**config.mk**
```make
export PLATFORM = sky130hd
export DESIGN_NAME = battery_charge_state_estimator
export DESIGN_NICKNAME = d
export VERILOG_FILES = /design/src/design/bcse_pkg.sv /design/src/design/bcse_cdiv.sv /design/src/design/battery_charge_state_estimator.sv
export SDC_FILE = /design/constraint.sdc
export NUM_CORES = 2
export LEC_CHECK = 0
export BUFFER_PORTS_ARGS = -buffer_cell sky130_fd_sc_hd__buf_2
export CELL_PAD_IN_SITES_DETAIL_PLACEMENT = 0
export CELL_PAD_IN_SITES_GLOBAL_PLACEMENT = 1
export CORE_MARGIN = 1.5
export CORE_UTILIZATION = 52
export DETAILED_ROUTE_END_ITERATION = 8
export MAX_ROUTING_LAYER = met4
export PLACE_DENSITY_LB_ADDON = 0.1
export RECOVER_POWER = 50
export SYNTH_ARGS = -nofsm -noshare
export SYNTH_HDL_FRONTEND = slang
export SYNTH_SLANG_ARGS = --single-unit
```
**constraint.sdc**
```tcl
create_clock -name clk -period 13.7 [get_ports clk]
set_input_delay 2.74 -clock clk [delete_from_list [all_inputs] [get_ports clk]]
set_output_delay 2.74 -clock clk [all_outputs]
set_load 0.1 [all_outputs]
```
**src/design/bcse_pkg.sv**
```systemverilog
// Shared types and constants for the battery charge state estimator.
`default_nettype none

package bcse_pkg;

  // Field widths fixed by the register map and the result word
  localparam int unsigned DIV_W      = 10;
  localparam int unsigned INTV_W     = 24;
  localparam int unsigned WIN_W      = 28;
  localparam int unsigned MV8_W      = 8;
  localparam int unsigned DROP_W     = 10;
  localparam int unsigned BATT_W     = 16;
  localparam int unsigned COMP_W     = 17;
  localparam int unsigned CFG_IDX_W  = 3;
  localparam int unsigned CFG_DATA_W = 28;

  // Register indexes
  localparam logic [CFG_IDX_W-1:0] CFG_DIVIDER     = 3'd0;
  localparam logic [CFG_IDX_W-1:0] CFG_INIT_SUPPLY = 3'd1;
  localparam logic [CFG_IDX_W-1:0] CFG_INTERVAL    = 3'd2;
  localparam logic [CFG_IDX_W-1:0] CFG_WINDOW      = 3'd3;
  localparam logic [CFG_IDX_W-1:0] CFG_STEP_THR    = 3'd4;
  localparam logic [CFG_IDX_W-1:0] CFG_MARGIN      = 3'd5;
  localparam logic [CFG_IDX_W-1:0] CFG_CC_DROP     = 3'd6;
  localparam logic [CFG_IDX_W-1:0] CFG_HOLD_DROP   = 3'd7;

  // Register reset values
  localparam logic [DIV_W-1:0]  RST_DIVIDER  = 10'd296;
  localparam logic [INTV_W-1:0] RST_INTERVAL = 24'd1000000;
  localparam logic [WIN_W-1:0]  RST_WINDOW   = 28'd30000000;
  localparam logic [MV8_W-1:0]  RST_STEP_THR = 8'd30;
  localparam logic [MV8_W-1:0]  RST_MARGIN   = 8'd5;
  localparam logic [DROP_W-1:0] RST_CC_DROP  = 10'd150;
  localparam logic [DROP_W-1:0] RST_HOLD     = 10'd96;

  // Battery voltage thresholds in mV
  localparam logic [BATT_W-1:0] KNEE_MV  = 16'd4150;
  localparam logic [BATT_W-1:0] FULL_MV  = 16'd4200;
  localparam logic [BATT_W-1:0] VALID_LO = 16'd2500;
  localparam logic [BATT_W-1:0] VALID_HI = 16'd4500;

  // Taper offset b - knee lies in 1..49
  localparam int unsigned TAPER_W = 6;

  // Moving average weight 1/8
  localparam int unsigned EMA_SHIFT = 3;

  // Taper product width, and the reciprocals for the divide by 100 and by 50:
  // q = (x * RCP) >> RCP_SHIFT, exact for every x below 2^30
  localparam int unsigned DMAG_W    = 16;
  localparam int unsigned RCP_W     = 28;
  localparam int unsigned RCP_SHIFT = 33;
  localparam logic [RCP_W-1:0] SCALE_RCP = 28'd85899346;
  localparam logic [RCP_W-1:0] SPAN_RCP  = 28'd171798692;

  typedef struct packed {
    logic start;
    logic by_span;
  } div_ctl_t;

endpackage

`default_nettype wire

```
**src/design/bcse_cdiv.sv**
```systemverilog
// Divider by the constants 100 or 50 through a reciprocal multiply, quotient registered in the cycle after start.
`default_nettype none

module bcse_cdiv #(
  parameter int unsigned N = 22
) (
  input  logic               clk,
  input  logic               rst_n,
  input  bcse_pkg::div_ctl_t ctl,
  input  logic [N-1:0]       dividend,
  output logic               done,
  output logic [N-1:0]       quotient
);

  import bcse_pkg::*;

  localparam int unsigned PW = N + RCP_W;

  logic             done_r, done_nxt;
  logic [N-1:0]     quo_r, quo_nxt;
  logic [RCP_W-1:0] recip;
  logic [PW-1:0]    prod;

  always_comb begin
    // multiply by the rounded-up reciprocal and keep the top bits
    recip    = ctl.by_span ? SPAN_RCP : SCALE_RCP;
    prod     = PW'(dividend) * PW'(recip);
    done_nxt = ctl.start;
    quo_nxt  = ctl.start ? N'(prod >> RCP_SHIFT) : quo_r;
  end

  always_ff @(posedge clk) begin
    if (!rst_n) begin
      done_r <= 1'b0;
    end else begin
      done_r <= done_nxt;
    end
  end

  always_ff @(posedge clk) begin
    quo_r <= quo_nxt;
  end

  assign done     = done_r;
  assign quotient = quo_r;

endmodule

`default_nettype wire

```
**src/design/battery_charge_state_estimator.sv**
```systemverilog
// Battery charge state estimator: one poll word in, one status word out.
// Each word passes the sequencer steps gate, update, scale multiply, divide by 100, drop rule,
// result load, with the charge taper adding a product and a divide by 50 on the shared
// reciprocal divider. Input is taken only in the idle state, after the previous result load,
// and is taken while a result waits.
// Reset (rst_n, synchronous): registers to their defaults, all estimator state cleared.
`default_nettype none

module battery_charge_state_estimator #(
  parameter int unsigned TIME_BITS = 48,
  parameter int unsigned PIN_BITS  = 12,
  localparam int unsigned IN_W  = ((TIME_BITS + PIN_BITS + 1 + 7) / 8) * 8,
  localparam int unsigned OUT_W = ((3 + bcse_pkg::BATT_W + bcse_pkg::COMP_W
                                    + TIME_BITS + PIN_BITS + 7) / 8) * 8
) (
  input  logic                               clk,
  input  logic                               rst_n,
  // poll input
  input  logic                               in_tvalid,
  output logic                               in_tready,
  input  logic [IN_W-1:0]                    in_tdata,  // now_us, pin_mv, status_level
  input  logic [0:0]                         in_tuser,  // sample_ok
  // status output
  output logic                               out_tvalid,
  input  logic                               out_tready,
  // on_external, charging, supply_present, battery_mv, compensated_mv,
  // sample_time_us, smoothed_pin_mv
  output logic [OUT_W-1:0]                   out_tdata,
  output logic [0:0]                         out_tuser, // level_valid
  // register writes
  input  logic                               cfg_valid,
  output logic                               cfg_ready,
  input  logic [bcse_pkg::CFG_IDX_W-1:0]     cfg_index,
  input  logic [bcse_pkg::CFG_DATA_W-1:0]    cfg_data
);

  import bcse_pkg::*;

  localparam int unsigned PROD_W = PIN_BITS + DIV_W;
  localparam int unsigned SW     = PIN_BITS + 2;
  localparam logic signed [SW-1:0] EMA_ROUND = SW'((1 << EMA_SHIFT) - 1);

  typedef enum logic [9:0] {
    S_IDLE   = 10'b00_0000_0001,
    S_GATE   = 10'b00_0000_0010,
    S_UPD    = 10'b00_0000_0100,
    S_MULB   = 10'b00_0000_1000,
    S_BSTART = 10'b00_0001_0000,
    S_BWAIT  = 10'b00_0010_0000,
    S_DROP   = 10'b00_0100_0000,
    S_DSTART = 10'b00_1000_0000,
    S_DWAIT  = 10'b01_0000_0000,
    S_OUT    = 10'b10_0000_0000
  } state_t;

  state_t state_r, state_nxt;

  // configuration
  logic [DIV_W-1:0]  div_r;
  logic [INTV_W-1:0] intv_r;
  logic [WIN_W-1:0]  win_r;
  logic [MV8_W-1:0]  thr_r;
  logic [MV8_W-1:0]  mar_r;
  logic [DROP_W-1:0] cc_r;
  logic [DROP_W-1:0] hold_r;

  // captured poll word
  logic [TIME_BITS-1:0] now_r;
  logic                 ok_r;
  logic [PIN_BITS-1:0]  mv_r;
  logic                 stat_r;

  // estimator state
  logic [TIME_BITS-1:0] last_r, last_nxt;
  logic [TIME_BITS-1:0] trt_r, trt_nxt;
  logic [PIN_BITS-1:0]  ema_r, ema_nxt;
  logic [PIN_BITS-1:0]  prev_r, prev_nxt;
  logic [PIN_BITS-1:0]  ref_r, ref_nxt;
  logic                 chg_r, chg_nxt;
  logic                 conf_r, conf_nxt;
  logic                 sup_r, sup_nxt;
  logic                 take_r, take_nxt;
  logic                 due_r, due_nxt;

  // datapath working registers
  logic [PROD_W-1:0] prod_r;
  logic [BATT_W-1:0] b_r;
  logic [DROP_W-1:0] drop_r, drop_nxt;

  // result word
  logic                 ov_r, ov_nxt;
  logic                 o_sup_r;
  logic                 o_chg_r;
  logic [BATT_W-1:0]    o_b_r;
  logic [COMP_W-1:0]    o_comp_r;
  logic                 o_lvl_r;
  logic [TIME_BITS-1:0] o_time_r;
  logic [PIN_BITS-1:0]  o_ema_r;

  // sampling gate
  logic [TIME_BITS:0] lst_diff;
  logic [TIME_BITS:0] trt_diff;
  logic               gate_take;
  logic               gate_due;

  // flag and average update
  logic signed [SW-1:0] mv_s, prev_s, ema_s, ref_s, thr_s, mar_s;
  logic signed [SW-1:0] step_s, ediff, edsum, equo, ema_sum, ref_hi, ref_lo;
  logic [PIN_BITS-1:0]  ema_new;
  logic                 upd_chg, upd_conf, upd_sup, upd_trend;

  // shared multiplier
  logic [PIN_BITS-1:0] mul_a;
  logic [DIV_W-1:0]    mul_b;
  logic [PROD_W-1:0]   mul_p;

  // drop rule
  logic [BATT_W-1:0]  taper_off;
  logic               span_neg;
  logic [DROP_W-1:0]  span_mag;
  logic               taper_on;
  logic [DROP_W+1:0]  drop_sum;
  logic [COMP_W:0]    comp_full;
  logic               out_load;

  // shared divider
  div_ctl_t          div_ctl;
  logic [PROD_W-1:0] div_in;
  logic              div_done;
  logic [PROD_W-1:0] div_q;

  bcse_cdiv #(
    .N (PROD_W)
  ) u_div (
    .clk      (clk),
    .rst_n    (rst_n),
    .ctl      (div_ctl),
    .dividend (div_in),
    .done     (div_done),
    .quotient (div_q)
  );

  assign in_tready = (state_r == S_IDLE);
  assign cfg_ready = 1'b1;

  // A backwards time step counts as not yet elapsed: the borrow bit blocks it.
  always_comb begin
    lst_diff  = {1'b0, now_r} - {1'b0, last_r};
    trt_diff  = {1'b0, now_r} - {1'b0, trt_r};
    gate_take = ok_r && ((last_r == '0) ||
                (!lst_diff[TIME_BITS] &&
                 (lst_diff[TIME_BITS-1:0] >= TIME_BITS'(intv_r))));
    gate_due  = !trt_diff[TIME_BITS] &&
                (trt_diff[TIME_BITS-1:0] >= TIME_BITS'(win_r));
  end

  // Charge, supply and trend decisions, in the order the estimator applies them.
  always_comb begin
    mv_s   = signed'({2'b00, mv_r});
    prev_s = signed'({2'b00, prev_r});
    ema_s  = signed'({2'b00, ema_r});
    ref_s  = signed'({2'b00, ref_r});
    thr_s  = signed'(SW'(thr_r));
    mar_s  = signed'(SW'(mar_r));
    step_s = mv_s - prev_s;
    ref_hi = ref_s + mar_s;
    ref_lo = ref_s - mar_s;

    // 1/8 of the error, rounded toward zero
    ediff   = mv_s - ema_s;
    edsum   = ediff + EMA_ROUND;
    equo    = ediff[SW-1] ? (edsum >>> EMA_SHIFT) : (ediff >>> EMA_SHIFT);
    ema_sum = ema_s + equo;
    ema_new = (ema_r == '0) ? mv_r : ema_sum[PIN_BITS-1:0];

    upd_chg  = chg_r;
    upd_conf = conf_r;
    upd_sup  = sup_r;

    // status low latches the line as confirmed
    if (!stat_r) begin
      upd_conf = 1'b1;
      upd_chg  = 1'b1;
      upd_sup  = 1'b1;
    end else if (upd_conf) begin
      upd_chg = 1'b0;
    end

    // raw step: plug or unplug, off while no previous reading
    if (prev_r != '0) begin
      if (step_s > thr_s) begin
        upd_sup = 1'b1;
        if (!upd_conf) begin
          upd_chg = 1'b1;
        end
      end else if (step_s < -thr_s) begin
        upd_sup = 1'b0;
        upd_chg = 1'b0;
      end
    end

    // long-window trend while the status line is unconfirmed
    upd_trend = !upd_conf && due_r;
    if (upd_trend && (ref_r != '0)) begin
      if (ema_s > ref_hi) begin
        upd_chg = 1'b1;
      end else if (ema_s < ref_lo) begin
        upd_chg = 1'b0;
      end
    end
  end

  // Drop rule helpers
  always_comb begin
    taper_off = b_r - KNEE_MV;
    span_neg  = (cc_r < hold_r);
    span_mag  = span_neg ? (hold_r - cc_r) : (cc_r - hold_r);
    taper_on  = sup_r && chg_r && (b_r > KNEE_MV) && (b_r < FULL_MV);
    drop_sum  = span_neg ? ({2'b00, cc_r} + {1'b0, div_q[DROP_W:0]})
                         : ({2'b00, cc_r} - {1'b0, div_q[DROP_W:0]});
    comp_full = {2'b00, b_r} - {{(COMP_W + 1 - DROP_W){1'b0}}, drop_r};
  end

  // Shared multiplier: divider scaling first, taper product second
  always_comb begin
    if (state_r == S_DROP) begin
      mul_a = PIN_BITS'(taper_off[TAPER_W-1:0]);
      mul_b = span_mag;
    end else begin
      mul_a = ema_r;
      mul_b = div_r;
    end
    mul_p = PROD_W'(mul_a) * PROD_W'(mul_b);
  end

  always_comb begin
    div_ctl.start   = (state_r == S_BSTART) || (state_r == S_DSTART);
    div_ctl.by_span = (state_r == S_DSTART);
    div_in          = (state_r == S_DSTART) ? PROD_W'(prod_r[DMAG_W-1:0]) : prod_r;
  end

  assign out_load = (state_r == S_OUT) && (!ov_r || out_tready);

  // Sequencer
  always_comb begin
    state_nxt = state_r;
    last_nxt  = last_r;
    trt_nxt   = trt_r;
    ema_nxt   = ema_r;
    prev_nxt  = prev_r;
    ref_nxt   = ref_r;
    chg_nxt   = chg_r;
    conf_nxt  = conf_r;
    sup_nxt   = sup_r;
    take_nxt  = take_r;
    due_nxt   = due_r;
    drop_nxt  = drop_r;
    ov_nxt    = ov_r && !out_tready;

    case (state_r)
      S_IDLE: begin
        if (in_tvalid) begin
          state_nxt = S_GATE;
        end
      end
      S_GATE: begin
        take_nxt  = gate_take;
        due_nxt   = gate_due;
        state_nxt = S_UPD;
      end
      S_UPD: begin
        // a failed or early tick leaves all state as it is
        if (take_r) begin
          chg_nxt  = upd_chg;
          conf_nxt = upd_conf;
          sup_nxt  = upd_sup;
          prev_nxt = mv_r;
          ema_nxt  = ema_new;
          last_nxt = now_r;
          if (upd_trend) begin
            ref_nxt = ema_r;
            trt_nxt = now_r;
          end
        end
        state_nxt = S_MULB;
      end
      S_MULB: begin
        state_nxt = S_BSTART;
      end
      S_BSTART: begin
        state_nxt = S_BWAIT;
      end
      S_BWAIT: begin
        if (div_done) begin
          state_nxt = S_DROP;
        end
      end
      S_DROP: begin
        if (taper_on) begin
          state_nxt = S_DSTART;
        end else begin
          if (!sup_r) begin
            drop_nxt = '0;
          end else if (!chg_r) begin
            drop_nxt = hold_r;
          end else if (b_r <= KNEE_MV) begin
            drop_nxt = cc_r;
          end else begin
            drop_nxt = hold_r;
          end
          state_nxt = S_OUT;
        end
      end
      S_DSTART: begin
        state_nxt = S_DWAIT;
      end
      S_DWAIT: begin
        if (div_done) begin
          drop_nxt  = drop_sum[DROP_W-1:0];
          state_nxt = S_OUT;
        end
      end
      S_OUT: begin
        // hold until the result register is free
        if (out_load) begin
          ov_nxt    = 1'b1;
          state_nxt = S_IDLE;
        end
      end
      default: begin
        state_nxt = S_IDLE;
      end
    endcase

    // writing the start-up supply estimate loads the supply flag
    if (cfg_valid && (cfg_index == CFG_INIT_SUPPLY)) begin
      sup_nxt = cfg_data[0];
    end
  end

  always_ff @(posedge clk) begin
    if (!rst_n) begin
      state_r <= S_IDLE;
      last_r  <= '0;
      trt_r   <= '0;
      ema_r   <= '0;
      prev_r  <= '0;
      ref_r   <= '0;
      chg_r   <= 1'b0;
      conf_r  <= 1'b0;
      sup_r   <= 1'b0;
      take_r  <= 1'b0;
      due_r   <= 1'b0;
      ov_r    <= 1'b0;
    end else begin
      state_r <= state_nxt;
      last_r  <= last_nxt;
      trt_r   <= trt_nxt;
      ema_r   <= ema_nxt;
      prev_r  <= prev_nxt;
      ref_r   <= ref_nxt;
      chg_r   <= chg_nxt;
      conf_r  <= conf_nxt;
      sup_r   <= sup_nxt;
      take_r  <= take_nxt;
      due_r   <= due_nxt;
      ov_r    <= ov_nxt;
    end
  end

  // Register file
  always_ff @(posedge clk) begin
    if (!rst_n) begin
      div_r  <= RST_DIVIDER;
      intv_r <= RST_INTERVAL;
      win_r  <= RST_WINDOW;
      thr_r  <= RST_STEP_THR;
      mar_r  <= RST_MARGIN;
      cc_r   <= RST_CC_DROP;
      hold_r <= RST_HOLD;
    end else if (cfg_valid) begin
      case (cfg_index)
        CFG_DIVIDER:   div_r  <= cfg_data[DIV_W-1:0];
        CFG_INTERVAL:  intv_r <= cfg_data[INTV_W-1:0];
        CFG_WINDOW:    win_r  <= cfg_data[WIN_W-1:0];
        CFG_STEP_THR:  thr_r  <= cfg_data[MV8_W-1:0];
        CFG_MARGIN:    mar_r  <= cfg_data[MV8_W-1:0];
        CFG_CC_DROP:   cc_r   <= cfg_data[DROP_W-1:0];
        CFG_HOLD_DROP: hold_r <= cfg_data[DROP_W-1:0];
        default: ;
      endcase
    end
  end

  // Payload registers
  always_ff @(posedge clk) begin
    if (in_tvalid && in_tready) begin
      now_r  <= in_tdata[TIME_BITS-1:0];
      mv_r   <= in_tdata[TIME_BITS +: PIN_BITS];
      stat_r <= in_tdata[TIME_BITS + PIN_BITS];
      ok_r   <= in_tuser[0];
    end
    if ((state_r == S_MULB) || (state_r == S_DROP)) begin
      prod_r <= mul_p;
    end
    if ((state_r == S_BWAIT) && div_done) begin
      b_r <= div_q[BATT_W-1:0];
    end
    drop_r <= drop_nxt;
    if (out_load) begin
      o_sup_r  <= sup_r;
      o_chg_r  <= chg_r;
      o_b_r    <= b_r;
      o_comp_r <= comp_full[COMP_W-1:0];
      o_lvl_r  <= (b_r > VALID_LO) && (b_r < VALID_HI);
      o_time_r <= last_r;
      o_ema_r  <= ema_r;
    end
  end

  assign out_tvalid = ov_r;
  assign out_tdata  = OUT_W'({o_ema_r, o_time_r, o_comp_r, o_b_r, o_sup_r, o_chg_r, o_sup_r});
  assign out_tuser  = o_lvl_r;

endmodule

`default_nettype wire
```
==> flow_summary_export.csv <==
group,metric,value,unit
worst_setup_path,slowest_stage,"a311oi_1",
min_path,holdCritPathClass,"flop to flop",
power,comb_power_share,24.6,%
placed_design,port_buffers,196,
timing,max_slew_margin,-203,%
status,status,"complete, but fails checks",
timing,setup_viol,0,
global_routing,antenna_found_initial,5,
worst_setup_path,path_buf_inv,6,
die,io_pins,201,
clock_network,clk_pin_slew,60,ps
detailed_routing,drc,0,
clock_network,clock-sinks,469,
power,power.sequential.fraction,37.6,%
die,fp.dieArea,0.0865,mm2
worst_setup_path,cp-start-kind,"flop",
global_routing,grt_pass1_vias,33000,
power,power.switching,1240,uW
worst_setup_path,r2r_start,"state_r[8]$_SDFFE_PN0P_",
synthesis,synthCells,4923,
power,power_density,84.5,mW/mm2
detailed_routing,dr.first_iter.drc_count,2318,
synthesis,synth_seq_cells,469,
worst_setup_path,path_class,"flop to flop",
worst_setup_path,end_kind,"flop",
detailed_routing,routedWlPerCell,19.0,um
synthesis,ys_seq_area_share,26.3,%
clock_network,cts_tree,"done",
timing,fin_tns_setup,0,ps
timing,rsz0062_at_grt,"false",
synthesis,synth-edff-count,222,
synthesis,ys_warn_count,0,
synthesis,ys.flop_type,"dfxtp_1",
global_routing,grt-ovfl-total,0,
worst_setup_path,path_delay_family,"adder cells",
global_routing,grt_pass1_wl,188000,um
timing,finalMaxSlewViolations,237,
clock_network,cts_max_path_buffers,3,
die,rows,106,
status,violations,"max-capacitance violations, max-slew violations",
die,core,0.0838,mm2
power,ir_worst_vdd,106,uV
detailed_routing,first_pass_iters,5,
detailed_routing,wl,119000,um
worst_setup_path,critPathMaxFanout,17,
global_routing,grt_max_degree,83,
clock_network,cts-root-buf,"clkbuf_16",
clock_network,htree_levels,2,
timing,finClkSkew,34.9,ps
timing,worst_pin_slew,4550,ps
die,die_w,294,um
min_path,hold_start,"u_div.quotient[13]$_DFFE_PP_",
placed_design,gp_congestion,0.969,
worst_setup_path,startpoint,"state_r[8]$_SDFFE_PN0P_",
timing,hold_viol_final,0,
synthesis,synth.avg_cell_area,8.95,um2
timing,period_needed,10050,ps
power,power.internal,2820,uW
synthesis,synthDistinctLibCells,91,
detailed_routing,viasPerCell,5.41,
job,maxCapViolations,4,
final_layout,final_cells,6273,
final_layout,syn2layout_area_growth,9.14,%
synthesis,async_reset_ff_share,0,%
synthesis,syn_area,0.0441,mm2
power,p_sw_share,30.5,%
final_layout,final_nets,6121,
final_layout,drive_gt1_share,6.74,%
worst_setup_path,crit_arrival,10410,ps
timing,hold_ws,419,ps
worst_setup_path,max_stage_delay,870,ps
timing,max_freq,99.5,MHz
clock_network,postCtsSetupRepairBufs,0,
clock_network,cts_resized,0,
timing,fin_crit_sh,73.4,%
detailed_routing,vias,34000,
die,start_util,52.6,%
power,clkPwrFrac,37.8,%
timing,setup_slack,3650,ps
placed_design,dpl.cell_count,6165,
placed_design,place_ws,3750,ps
clock_network,cts-buffers-inserted,55,
worst_setup_path,cp.required,14060,ps
global_routing,grt_util_all_layers,28.7,%
clock_network,ctsHoldBuffers,0,
placed_design,dp_hpwl,96300,um
clock_network,worst_skew_pair.late_latency,640,ps
detailed_routing,antenna_left,0,
power,power.leakage,0.0216,uW
die,die_h,294,um
## cells in the final DEF (no fill, tap or decap), drive strengths merged, types with 61 or more instances in the layout
| cell | Yosys | final |
|---|---|---|
| inv | 843 | 845 |
| nand2 | 627 | 627 |
| ha | 556 | 556 |
| a21oi | 400 | 400 |
| fa | 376 | 376 |
| dfxtp | 247 | 247 |
| nor2 | 243 | 243 |
| edfxtp | 222 | 222 |
| buf | 13 | 207 |
| o21ai | 140 | 140 |
| xnor2 | 127 | 127 |
| clkbuf | 149 | 95 |
| a21o | 94 | 94 |
| xor2 | 63 | 63 |
| nand3 | 61 | 61 |
## logic make-up after synthesis
| group | after synthesis | share of synthesized area [%] |
|---|---|---|
| fa+ha+maj | 932 | 32.9 |
| buf+inv | 1005 | 8.60 |
| other cells | 2 | 0.0170 |
| flops | 469 | 26.3 |
| mux | 32 | 0.741 |
| xor+xnor | 190 | 3.78 |
| simple gates | 1339 | 14.0 |
| compound gates | 954 | 13.7 |
## final timing paths
| check | end | slack (ps) | cells after the start |
|---|---|---|---|
| worst max register to register | u_div.quotient[15]$_DFFE_PP_ | 3650 | 32 |
| worst min-delay path | b_r[13]$_DFFE_PP_ | 420 | 0 |
| worst min register to register | b_r[13]$_DFFE_PP_ | 420 | 0 |
| worst max-delay path | u_div.quotient[15]$_DFFE_PP_ | 3650 | 32 |
## synthesized netlist by cell type, drive strengths merged, types with 20 or more instances
| cell type | count | area share [%] |
|---|---|---|
| inv | 843 | 7.2 |
| o21a | 42 | 0.72 |
| a21oi | 400 | 4.5 |
| and2 | 51 | 0.72 |
| nor2 | 243 | 2.1 |
| o21bai | 30 | 0.51 |
| edfxtp | 222 | 15 |
| o21ai | 140 | 1.6 |
| dfxtp | 247 | 11 |
| a21boi | 20 | 0.34 |
| nor4 | 39 | 0.55 |
| and3 | 46 | 0.65 |
| clkbuf | 149 | 1.3 |
| nand4 | 31 | 0.44 |
| nand2 | 627 | 5.3 |
| a31oi | 25 | 0.35 |
| nor2b | 42 | 0.60 |
| ha | 556 | 16 |
| o211ai | 60 | 1.1 |
| nor3 | 57 | 0.65 |
| nand3 | 61 | 0.69 |
| nand2b | 60 | 0.85 |
| mux2i | 27 | 0.61 |
| xnor2 | 127 | 2.5 |
| xor2 | 63 | 1.3 |
| a21o | 94 | 1.6 |
| a211oi | 26 | 0.47 |
| fa | 376 | 17 |
## routing by layer
metal | global-route usage, % | wire, um | vias to the layer above | share of wire, %
met4 | 5.77 | 2220 | 0 | 1.9
li1 | - | - | 16700 | -
met2 | 44.0 | 53500 | 847 | 45
met5 | - | 0 | - | 0
met3 | 4.08 | 7520 | 138 | 6.3
met1 | 40.7 | 56100 | 16300 | 47
## layout make-up
cell class              instances  area, um2
fillers                      7839      35700
multi-input cells            3496      28900
flip-flops and latches        469      11600
inverters                     843       3170
clock buffers                  79       1580
well taps                    1134       1420
repair buffers                223       1140
clock inverters                25        305
diodes                          4       10.0
## worst register-to-register path, delay by kind of cell (launching register included)
family | cells | cell delay, ps
fa+ha+maj | 8 | 3710
compound gates | 9 | 2930
simple gates | 8 | 2110
buf+inv | 6 | 660
flops | 1 | 330
xor+xnor | 1 | 80
## state kept, by name, summed over array words and instances, names as in the netlist, 16 cells and up
signal          count
o_b_r              16
win_r              28
last_r             48
b_r                16
u_div.quotient     16
o_comp_r           17
trt_r              48
intv_r             24
o_time_r           48
prod_r             22
now_r              48
## power groups by stage
stage	clock (uW)	sequential, uW	combinational [uW]
after detailed placement	0	1560	990
after global routing	1620	1530	1130
final	1540	1530	999
after global placement	0	1560	984
after floorplan	0	1540	731
after CTS	1570	1530	1000
## per-stage QoR
| step | instance area, um2 | utilization (%) | power [uW] |
|---|---|---|---|
| 5_1_grt | 48100 | 57.4 | 4280 |
| 3_5_place_dp | 46300 | 55.2 | 2550 |
| 4_1_cts | 48100 | 57.4 | 4090 |
| 6_report | 48100 | 57.4 | 4060 |
| 3_3_place_gp | 46300 | 55.2 | 2540 |
| 2_1_floorplan | 44200 | - | 2270 |
No activity file was read; power rests on OpenSTA's default activity.
